--- config.mk ---
export PLATFORM = sky130hd
export DESIGN_NAME = ssme_descent
export DESIGN_NICKNAME = d
export VERILOG_FILES = /design/src/hdl/ssme_pkg.sv /design/src/hdl/ssme_ram.sv /design/src/hdl/ssme_descent.sv
export SDC_FILE = /design/constraint.sdc
export NUM_CORES = 1
export LEC_CHECK = 0
export BUFFER_PORTS_ARGS = -buffer_cell sky130_fd_sc_hd__buf_2
export CAP_MARGIN = 20
export CELL_PAD_IN_SITES_DETAIL_PLACEMENT = 1
export CELL_PAD_IN_SITES_GLOBAL_PLACEMENT = 2
export CORE_MARGIN = 1
export CORE_UTILIZATION = 40
export CTS_CLUSTER_DIAMETER = 40
export CTS_CLUSTER_SIZE = 30
export DETAILED_ROUTE_END_ITERATION = 12
export PLACE_DENSITY = 0.64
export SLEW_MARGIN = 40
export SYNTH_ARGS = -nofsm -noshare
export SYNTH_HDL_FRONTEND = slang
export SYNTH_SLANG_ARGS = --single-unit
--- constraint.sdc ---
create_clock -name i_clk -period 4.05 [get_ports i_clk]
set_clock_uncertainty 0.05 [all_clocks]
set_input_delay 0.405 -clock i_clk [delete_from_list [all_inputs] [get_ports i_clk]]
set_output_delay 0.405 -clock i_clk [all_outputs]
set_load 0.02 [all_outputs]
--- src/hdl/ssme_pkg.sv ---
package ssme_pkg;

    localparam int KEY_W       = 16;
    localparam int SLOT_W      = 12;
    localparam int BIDX_W      = 7;
    localparam int BLK_W       = 6;
    localparam int OFF_W       = 6;
    localparam int BLOCK_SIZE  = 64;
    localparam int BLOCK_COUNT = 64;

    localparam int IN_TDATA_W  = 32;
    localparam int OUT_TDATA_W = 8;

    // descent probe counts and per-bank depths of the last-key copies
    localparam int L1_PROBES   = 3;
    localparam int L2_PROBES   = 3;
    localparam int L3_PROBES   = 4;
    localparam int L2_DEPTH    = 4;
    localparam int L3_DEPTH    = 16;

    localparam logic ACT_LOAD  = 1'b0;
    localparam logic ACT_QUERY = 1'b1;

    localparam logic [OFF_W-1:0]  OFF_FIRST  = '0;
    localparam logic [OFF_W-1:0]  OFF_LAST   = '1;
    localparam logic [BIDX_W-1:0] BIDX_ABOVE = BIDX_W'(BLOCK_COUNT);

    typedef struct packed {
        logic              valid;
        logic              act;
        logic [SLOT_W-1:0] slot;
        logic [KEY_W-1:0]  value;
    } t_item;

    typedef struct packed {
        logic              valid;
        logic              found;
        logic [BIDX_W-1:0] bidx;
    } t_result;

endpackage

--- src/hdl/ssme_ram.sv ---
module ssme_ram #(
    parameter int WIDTH = 16,
    parameter int DEPTH = 64
) (
    input  logic                                   i_clk,
    input  logic                                   i_we,
    input  logic [((DEPTH > 1) ? $clog2(DEPTH) : 1)-1:0] i_waddr,
    input  logic [WIDTH-1:0]                       i_wdata,
    input  logic                                   i_re,
    input  logic [((DEPTH > 1) ? $clog2(DEPTH) : 1)-1:0] i_raddr,
    output logic [WIDTH-1:0]                       o_rdata
);

    logic [WIDTH-1:0] r_mem [DEPTH];
    logic [WIDTH-1:0] r_rdata;

    always_ff @(posedge i_clk) begin
        if (i_we) begin
            r_mem[i_waddr] <= i_wdata;
        end
        if (i_re) begin
            r_rdata <= r_mem[i_raddr];
        end
    end

    assign o_rdata = r_rdata;

endmodule

--- src/hdl/ssme_descent.sv ---
module ssme_descent import ssme_pkg::*; (
    input  logic              i_clk,
    input  logic              i_rst_n,
    input  logic              i_adv,
    input  t_item             i_item,
    output t_item             o_item,
    output logic [BIDX_W-1:0] o_lo
);

    // stage A: fixed probes 16/32/48, issue second-level reads
    logic [BLK_W-1:0] w_a_blk;
    logic             w_a_last_wr;
    logic [1:0]       w_c1;
    logic [KEY_W-1:0] r_l1 [L1_PROBES];
    logic [KEY_W-1:0] w_l2_q [L2_PROBES];

    assign w_a_blk     = i_item.slot[SLOT_W-1 -: BLK_W];
    assign w_a_last_wr = i_adv && i_item.valid && (i_item.act == ACT_LOAD)
                         && (i_item.slot[OFF_W-1:0] == OFF_LAST);

    always_ff @(posedge i_clk) begin
        if (w_a_last_wr && (w_a_blk[3:0] == 4'd0) && (w_a_blk[5:4] != 2'd0)) begin
            r_l1[w_a_blk[5:4] - 2'd1] <= i_item.value;
        end
    end

    always_comb begin
        w_c1 = '0;
        for (int j = 0; j < L1_PROBES; j++) begin
            w_c1 = w_c1 + 2'(r_l1[j] < i_item.value);
        end
    end

    // second level: entries 16*k + 4*(g+1)
    for (genvar g = 0; g < L2_PROBES; g++) begin : g_l2
        ssme_ram #(.WIDTH(KEY_W), .DEPTH(L2_DEPTH)) u_l2 (
            .i_clk   (i_clk),
            .i_we    (w_a_last_wr && (w_a_blk[1:0] == 2'd0) && (w_a_blk[3:2] == 2'(g + 1))),
            .i_waddr (w_a_blk[5:4]),
            .i_wdata (i_item.value),
            .i_re    (i_adv),
            .i_raddr (w_c1),
            .o_rdata (w_l2_q[g])
        );
    end

    // stage B
    t_item            r_b_item;
    logic [BLK_W-1:0] r_b_base1;
    logic [BLK_W-1:0] w_b_blk;
    logic             w_b_last_wr;
    logic [1:0]       w_c2;
    logic [BLK_W-1:0] w_b_base2;
    logic [KEY_W-1:0] w_l3_q [L3_PROBES];

    always_ff @(posedge i_clk) begin
        if (!i_rst_n) begin
            r_b_item.valid <= 1'b0;
        end else if (i_adv) begin
            r_b_item  <= i_item;
            r_b_base1 <= {w_c1, 4'd0};
        end
    end

    assign w_b_blk     = r_b_item.slot[SLOT_W-1 -: BLK_W];
    assign w_b_last_wr = i_adv && r_b_item.valid && (r_b_item.act == ACT_LOAD)
                         && (r_b_item.slot[OFF_W-1:0] == OFF_LAST);

    always_comb begin
        w_c2 = '0;
        for (int j = 0; j < L2_PROBES; j++) begin
            w_c2 = w_c2 + 2'(w_l2_q[j] < r_b_item.value);
        end
    end

    assign w_b_base2 = r_b_base1 + BLK_W'({w_c2, 2'd0});

    // third level: four banks by entry index mod 4
    for (genvar g = 0; g < L3_PROBES; g++) begin : g_l3
        ssme_ram #(.WIDTH(KEY_W), .DEPTH(L3_DEPTH)) u_l3 (
            .i_clk   (i_clk),
            .i_we    (w_b_last_wr && (w_b_blk[1:0] == 2'(g))),
            .i_waddr (w_b_blk[5:2]),
            .i_wdata (r_b_item.value),
            .i_re    (i_adv),
            .i_raddr (w_b_base2[5:2]),
            .o_rdata (w_l3_q[g])
        );
    end

    // stage C
    t_item            r_c_item;
    logic [BLK_W-1:0] r_c_base2;
    logic [2:0]       w_c3;

    always_ff @(posedge i_clk) begin
        if (!i_rst_n) begin
            r_c_item.valid <= 1'b0;
        end else if (i_adv) begin
            r_c_item  <= r_b_item;
            r_c_base2 <= w_b_base2;
        end
    end

    always_comb begin
        w_c3 = '0;
        for (int j = 0; j < L3_PROBES; j++) begin
            w_c3 = w_c3 + 3'(w_l3_q[j] < r_c_item.value);
        end
    end

    assign o_lo   = {1'b0, r_c_base2} + BIDX_W'(w_c3);
    assign o_item = r_c_item;

`ifndef SYNTHESIS
    a_lo_range: assert property (@(posedge i_clk) disable iff (!i_rst_n)
        (r_c_item.valid && (r_c_item.act == ACT_QUERY)) |-> (o_lo <= BIDX_ABOVE))
        else $error("descent result above block count");
`endif

endmodule

Word level (Yosys, flattened, before mapping):

Memories as Yosys holds them, arrays and structs flattened. A register that Yosys moved wholly into a read port is not among the register bits.
Index checks and enable logic that the tools add are counted.

* register bits: 68
* bits in latches: 0
* RAM bits: 1264
* ROM bits: 0
* input bits: 33
* word-level logic and storage cells: 85
* memories: 8

* add/subtract/negate cells: 10
* $mul: 0
* div/mod/pow operators: 0
* $lt $le $gt $ge: 10
* equality and inequality tests: 8
* shifts and indexed selects: 0
* mux-type cells: 16
* bitwise gates (word level): 2
* reduce and logical (&&, ||, !) cells: 21

Memories
* g_l3[0].u_l3.r_mem: depth 16, width 16, rd ports 1, clocked after memory_dff 1, wr ports 1, RTL line ssme_ram.sv:14 `logic [WIDTH-1:0] r_mem [DEPTH];`
* g_l3[1].u_l3.r_mem: depth 16, width 16, rd ports 1, clocked after memory_dff 1, wr ports 1, RTL line ssme_ram.sv:14
* g_l3[2].u_l3.r_mem: depth 16, width 16, rd ports 1, clocked after memory_dff 1, wr ports 1, RTL line ssme_ram.sv:14
* g_l3[3].u_l3.r_mem: depth 16, width 16, rd ports 1, clocked after memory_dff 1, wr ports 1, RTL line ssme_ram.sv:14
* g_l2[0].u_l2.r_mem: depth 4, width 16, rd ports 1, clocked after memory_dff 1, wr ports 1, RTL line ssme_ram.sv:14
* g_l2[1].u_l2.r_mem: depth 4, width 16, rd ports 1, clocked after memory_dff 1, wr ports 1, RTL line ssme_ram.sv:14
* 2 more memories

Operators with widths (count)
* 16-bit less-than comparator: 10
* 1-bit logical AND: 16
* 1-bit 2-to-1 mux: 16
* 6-bit == test (second input constant): 2
* 2-bit == test (second input constant): 4
* 6-bit by 3-bit adder with 7-bit output: 1
* 1-bit by 1-bit adder with 2-bit output: 3
* 6-bit by 4-bit adder with 6-bit output: 1
* 2-bit by 1-bit adder with 2-bit output: 2
* 2-bit by 1-bit == test with 1-bit output (second input constant): 2
* 2-bit logical NOT: 2
* 4-bit logical NOT: 1
* 2-bit by 1-bit adder with 3-bit output: 1
* 3-bit by 1-bit adder with 3-bit output: 1
* 1-bit NOT: 2
* 2-bit AND reduction: 1
* 2-bit nonzero test: 1
* 2-bit by 1-bit subtractor with 2-bit output (second input constant): 1

Depth between registers and ports, before layout:

* depth after elaboration: 7
* mapped depth: 13
* depth with buffers taken out: 12

Cells and area by module:

From an unflattened synthesis, not the netlist that was laid out.

* cell total of the unflattened synthesis: 2609
* area, all modules: 56431.6 µm²

By module, submodules not included
* ssme_ram (g_l3[0].u_l3 ...): instances 4, cells an instance 432, area an instance 10203.5 µm², sequential area each 8167.8 µm²
* ssme_ram (g_l2[0].u_l2 ...): instances 3, cells an instance 104, area an instance 2857.7 µm², sequential area each 2402.3 µm²
* ssme_descent: instances 1, cells an instance 569, area an instance 7044.3 µm², sequential area each 3403.3 µm²

Worst setup path before layout:

No wires, ideal clock.

* path type: reg-to-reg
* start point: register r_b_item[14] in the netlist's numbering
* end point: register g_l3[3].u_l3.r_rdata[10] (read register of g_l3[3].u_l3.r_mem) (data pin)
* arrival: 4.147 ns
* setup slack: -0.406 ns
* stages on the path, launching flop included: 14
* cell sequence: edfxtp_1 -> inv_1 -> ha_1 -> nand4_1 -> nor4_1 -> o211ai_1 -> and4b_1 -> fa_1 -> buf_2 -> buf_6 -> buf_2 -> mux4_2 -> a22oi_1 -> nand2_1

* longest elaborated chain between the ends: 4

Ends and longest elaborated chain
* start, declared: RTL line ssme_descent.sv:48 `t_item r_b_item;`
* start signal, assigned: RTL line ssme_descent.sv:60 `r_b_item <= i_item;`
* 16-bit less-than comparator: RTL line ssme_descent.sv:72 `w_c2 = w_c2 + 2'(w_l2_q[j] < r_b_item.value);`
* 1-bit by 1-bit adder with 2-bit output: RTL line ssme_descent.sv:72
* 2-bit by 1-bit adder with 2-bit output *: RTL line ssme_descent.sv:72
* 6-bit by 4-bit adder with 6-bit output *: RTL line ssme_descent.sv:76 `assign w_b_base2 = r_b_base1 + BLK_W'({w_c2, 2'd0});`
* net g_l3[0].u_l3.i_raddr (one bit): RTL line ssme_ram.sv:10 `input logic [((DEPTH > 1) ? $clog2(DEPTH) : 1)-1:0] i_raddr,`
* end, declared: RTL line ssme_ram.sv:15 `logic [WIDTH-1:0] r_rdata;`

The timed path passes the listed nets; every way through them passes the cells marked *.
A chain may end at the register's enable or synchronous reset.

Final worst setup path:

* start point: register g_l3[2].u_l3.r_rdata[13] (read register of g_l3[2].u_l3.r_mem)
* end point: output port o_lo[2]

* longest elaborated chain between the ends: 4

Ends and longest elaborated chain
* start, declared: RTL line ssme_ram.sv:15
* 16-bit less-than comparator: RTL line ssme_descent.sv:108 `w_c3 = w_c3 + 3'(w_l3_q[j] < r_c_item.value);`
* 2-bit by 1-bit adder with 3-bit output: RTL line ssme_descent.sv:108
* 3-bit by 1-bit adder with 3-bit output: RTL line ssme_descent.sv:108
* 6-bit by 3-bit adder with 7-bit output: RTL line ssme_descent.sv:112 `assign o_lo = {1'b0, r_c_base2} + BIDX_W'(w_c3);`
* end, declared: RTL line ssme_descent.sv:7 `output logic [BIDX_W-1:0] o_lo`

No other way between the ends.

==> flow_summary.toml <==
[run_status]
outcome = "finished with violations"
violations = "negative setup slack"

[final_layout]
area.growth.synth_to_final_pct = 25.43
layout_commonest_cell = "edfxtp_1"
layout-drive-gt1-share = 0.3898
final_cell_mix = "1440 x edfxtp_1, 304 x mux4_2, 242 x buf_4"
final_cells = 5185
final_nets = 3345
fill_cells = 12210

[sta]
hold_violations = 0
relSlewSlack = 0.4177
max_freq_ghz = 0.2200
tns_ps = -5904
rsz0062_at_grt = "true"
holdWs_ps = 292.0
worst_pin_slew_ps = 873.5
finalCritPeriodShare = 1.122
setup_violations = 60
setup_ws_ps = -495.2
layout_min_cycle_time_ps = 4545
slew_violations = 0

[clocking]
clock_latency_ps = 800
cts_tree = "yes"
clock-root-buffer = "clkbuf_16"
path_clk_slew_ps = 60
cts-htree-levels = 4
cts.sinks = 1442
cts_buffers = 188
cts_buffer_depth = 3

[critical_path]
worstSetupPathType = "reg -> out"
start_kind = "register"
cp.arrival_ps = 4090
worstPathMaxFanout = 2
required_ps = 3600
crit_chain = "ha_4, nand4_1, nor2_2, a22o_1, or4_4, fa_1, inv_2, ha_4, buf_4, ha_4, buf_6, xor2_2, buf_6"
crit_path_max_incr_delay_ps = 570
cp_slowest_cell = "fa_1"
worst_path_most_repeated_cell = "ha_4"
cp-end-kind = "output port"

[synthesis]
synth-edff-count = 1440
synth_seq_cells = 1442
synth.avg_cell_area_sq_um = 21.52
syn_inst = 2599
synth_ff_type = "edfxtp_1"
synth_area_leaders = "edfxtp_1 77%, mux4_2 12%, ha_1 3.4%"
netlist_area_sq_um = 55920
synth_top_area_cell = "edfxtp_1"
synthArstFlopShare = 0
ys_seq_area_frac = 0.7740
postSynthNetCount = 2787
post_synth_num_cell_types = 47
synth.top_cell.area_share = 0.7733
yosysWarnings = 0

[floorplan]
die_w_microns = 375.9
core_sq_um = 138000
rows = 136
start_util = 0.4052
ios = 70
die_area_sq_um = 141300
die_h_microns = 375.9

[routing]
wl_met2_microns = 72190
met1_length_microns = 64260
wl_per_cell_microns = 28.32
vias = 28240
wirelength_microns = 146800
drt-initial-drc-count = 2572
top_layer = "met4"
ant_nets = 0
dr_wl_met3_microns = 7370
firstDrtPassIters = 5
viasPerCell = 5.447
drc_errors = 0

[pwr]
combPwrFrac = 0.221
power_density_nw_per_um2 = 622.7
power_switching_share = 0.2634
power_uw = 43680
power_frac_seq = 0.390
clock_power_share = 0.389
p_leak_uw = 0.02352
power_switching_uw = 11510
p_int_uw = 32170
ir_drop_v = 0.0004357

[flow_run]
max-cap-violations = 0

[global_routing]
grt-ovfl-total = 0
grt_pass1_wl_microns = 212000
grt_antenna_before_repair = 1
grt_usage = 0.2095
grt_start_max_net_pins = 66
grt_pass1_vias = 30470

[worst_hold_path]
min_path_type = "in -> reg"

[placed_design]
place_congestion = 0.7970
post-place-ws_ps = -457.8
port_buffers = 69
placedCellCount = 4717
dp_hpwl_microns = 86040
[synthesized netlist by cell type, drive strengths merged (4+ instances only)]
| library cell | n |
|---|---|
| nor4 | 4 |
| clkbuf | 50 |
| mux4 | 304 |
| nand2b | 16 |
| nand4 | 27 |
| o21ai | 14 |
| o21a | 10 |
| and2 | 5 |
| o31ai | 4 |
| inv | 47 |
| a211o | 8 |
| a21o | 10 |
| nand2 | 102 |
| a211oi | 5 |
| nor2 | 97 |
| ha | 152 |
| a22oi | 128 |
| a21oi | 54 |
| buf | 49 |
| edfxtp | 1440 |
| nor3 | 4 |
| nor2b | 7 |
| a31oi | 7 |
| nand3 | 21 |
[path summary, 6_finish.rpt]
path	from	end	slack, ps	cells after the start
hold / removal	i_item[21]	r_b_item[21]$_DFFE_PP_	290	2
hold reg to reg	r_b_item[16]$_DFFE_PP_	o_item[16]$_DFFE_PP_	400	0
setup / recovery	g_l3[2].u_l3.o_rdata[13]$_DFFE_PP_	o_lo[2]	-500	13
setup reg to reg	r_b_item[9]$_DFFE_PP_	g_l3[0].u_l3.o_rdata[6]$_DFFE_PP_	-150	18
[through the flow]
stage,util,instance area [sq um]
floorplan,-,56160
global placement,0.4404,60780
detailed placement,0.4404,60780
CTS,0.5037,69510
global route,0.5082,70130
finish,0.5083,70140
[kinds of logic (layout without fill, tap and decap cells)]
family | after synthesis | after routing | synth area share
mux | 304 | 304 | 0.1224
xor+xnor | 4 | 4 | 0.0006266
simple gates | 293 | 293 | 0.02394
compound gates | 255 | 255 | 0.03155
buf+inv | 146 | 867 | 0.01237
fa+ha+maj | 155 | 155 | 0.03508
flops | 1442 | 1442 | 0.7740
other cells | 0 | 2 | 0
[area by class of cell]
cell class / count / area [sq um] / share of cell area
diodes: 2 / 5.005 / 0.00007135
inverters: 47 / 180.2 / 0.002569
clock inverters: 155 / 1788 / 0.02549
clock buffers: 198 / 4763 / 0.06791
multi-input cells: 1011 / 13050 / 0.1860
repair buffers: 467 / 4743 / 0.06763
well taps: 1863 / 2331 / 0.03323
flip-flops and latches: 1442 / 43280 / 0.6171
[worst max-delay path, delay by kind of cell, from the launching register on]
family	cells	cell delay, ps
AO/OA/AOI/OAI	1	180
XOR/XNOR	1	140
adder cells (fa/ha/maj)	4	1240
buffers and inverters	4	460
flip-flops	1	540
AND/OR/NAND/NOR	3	700
[flip-flops by register name (all words and copies together) (netlist names)]
name,count
r_b_base1,2
g_l3.u_l3.o_rdata,64
o_item,30
g_l2.u_l2.o_rdata,48
g_l2.u_l2.r_mem,192
g_l3.u_l3.r_mem,1024
r_b_item,30
r_l1,48
r_c_base2,4
[power groups by stage]
stage	logic (uW)	clock network [uW]	registers [uW]
after floorplan	4860	0	17300
after CTS	9380	17300	17100
after global placement	7120	0	17400
after global routing	10200	17800	17100
final	9660	17000	17000
after detailed placement	7270	0	17400
[routing by layer]
metal,GRT usage,vias up
met5,0,-
met4,0.05291,0
met3,0.03610,198
met2,0.3487,768
met1,0.2865,15190
li1,-,12090
[timing repair]
item	CTS	global route
endpoints found under the setup margin	71	71
hold buffers	32	0
buffers inserted	54	24
cloned	12	2
resized for setup	210	102
endpoints found under the hold margin	282	0
pin swaps	86	55
Power figures use the tool's default switching activity.
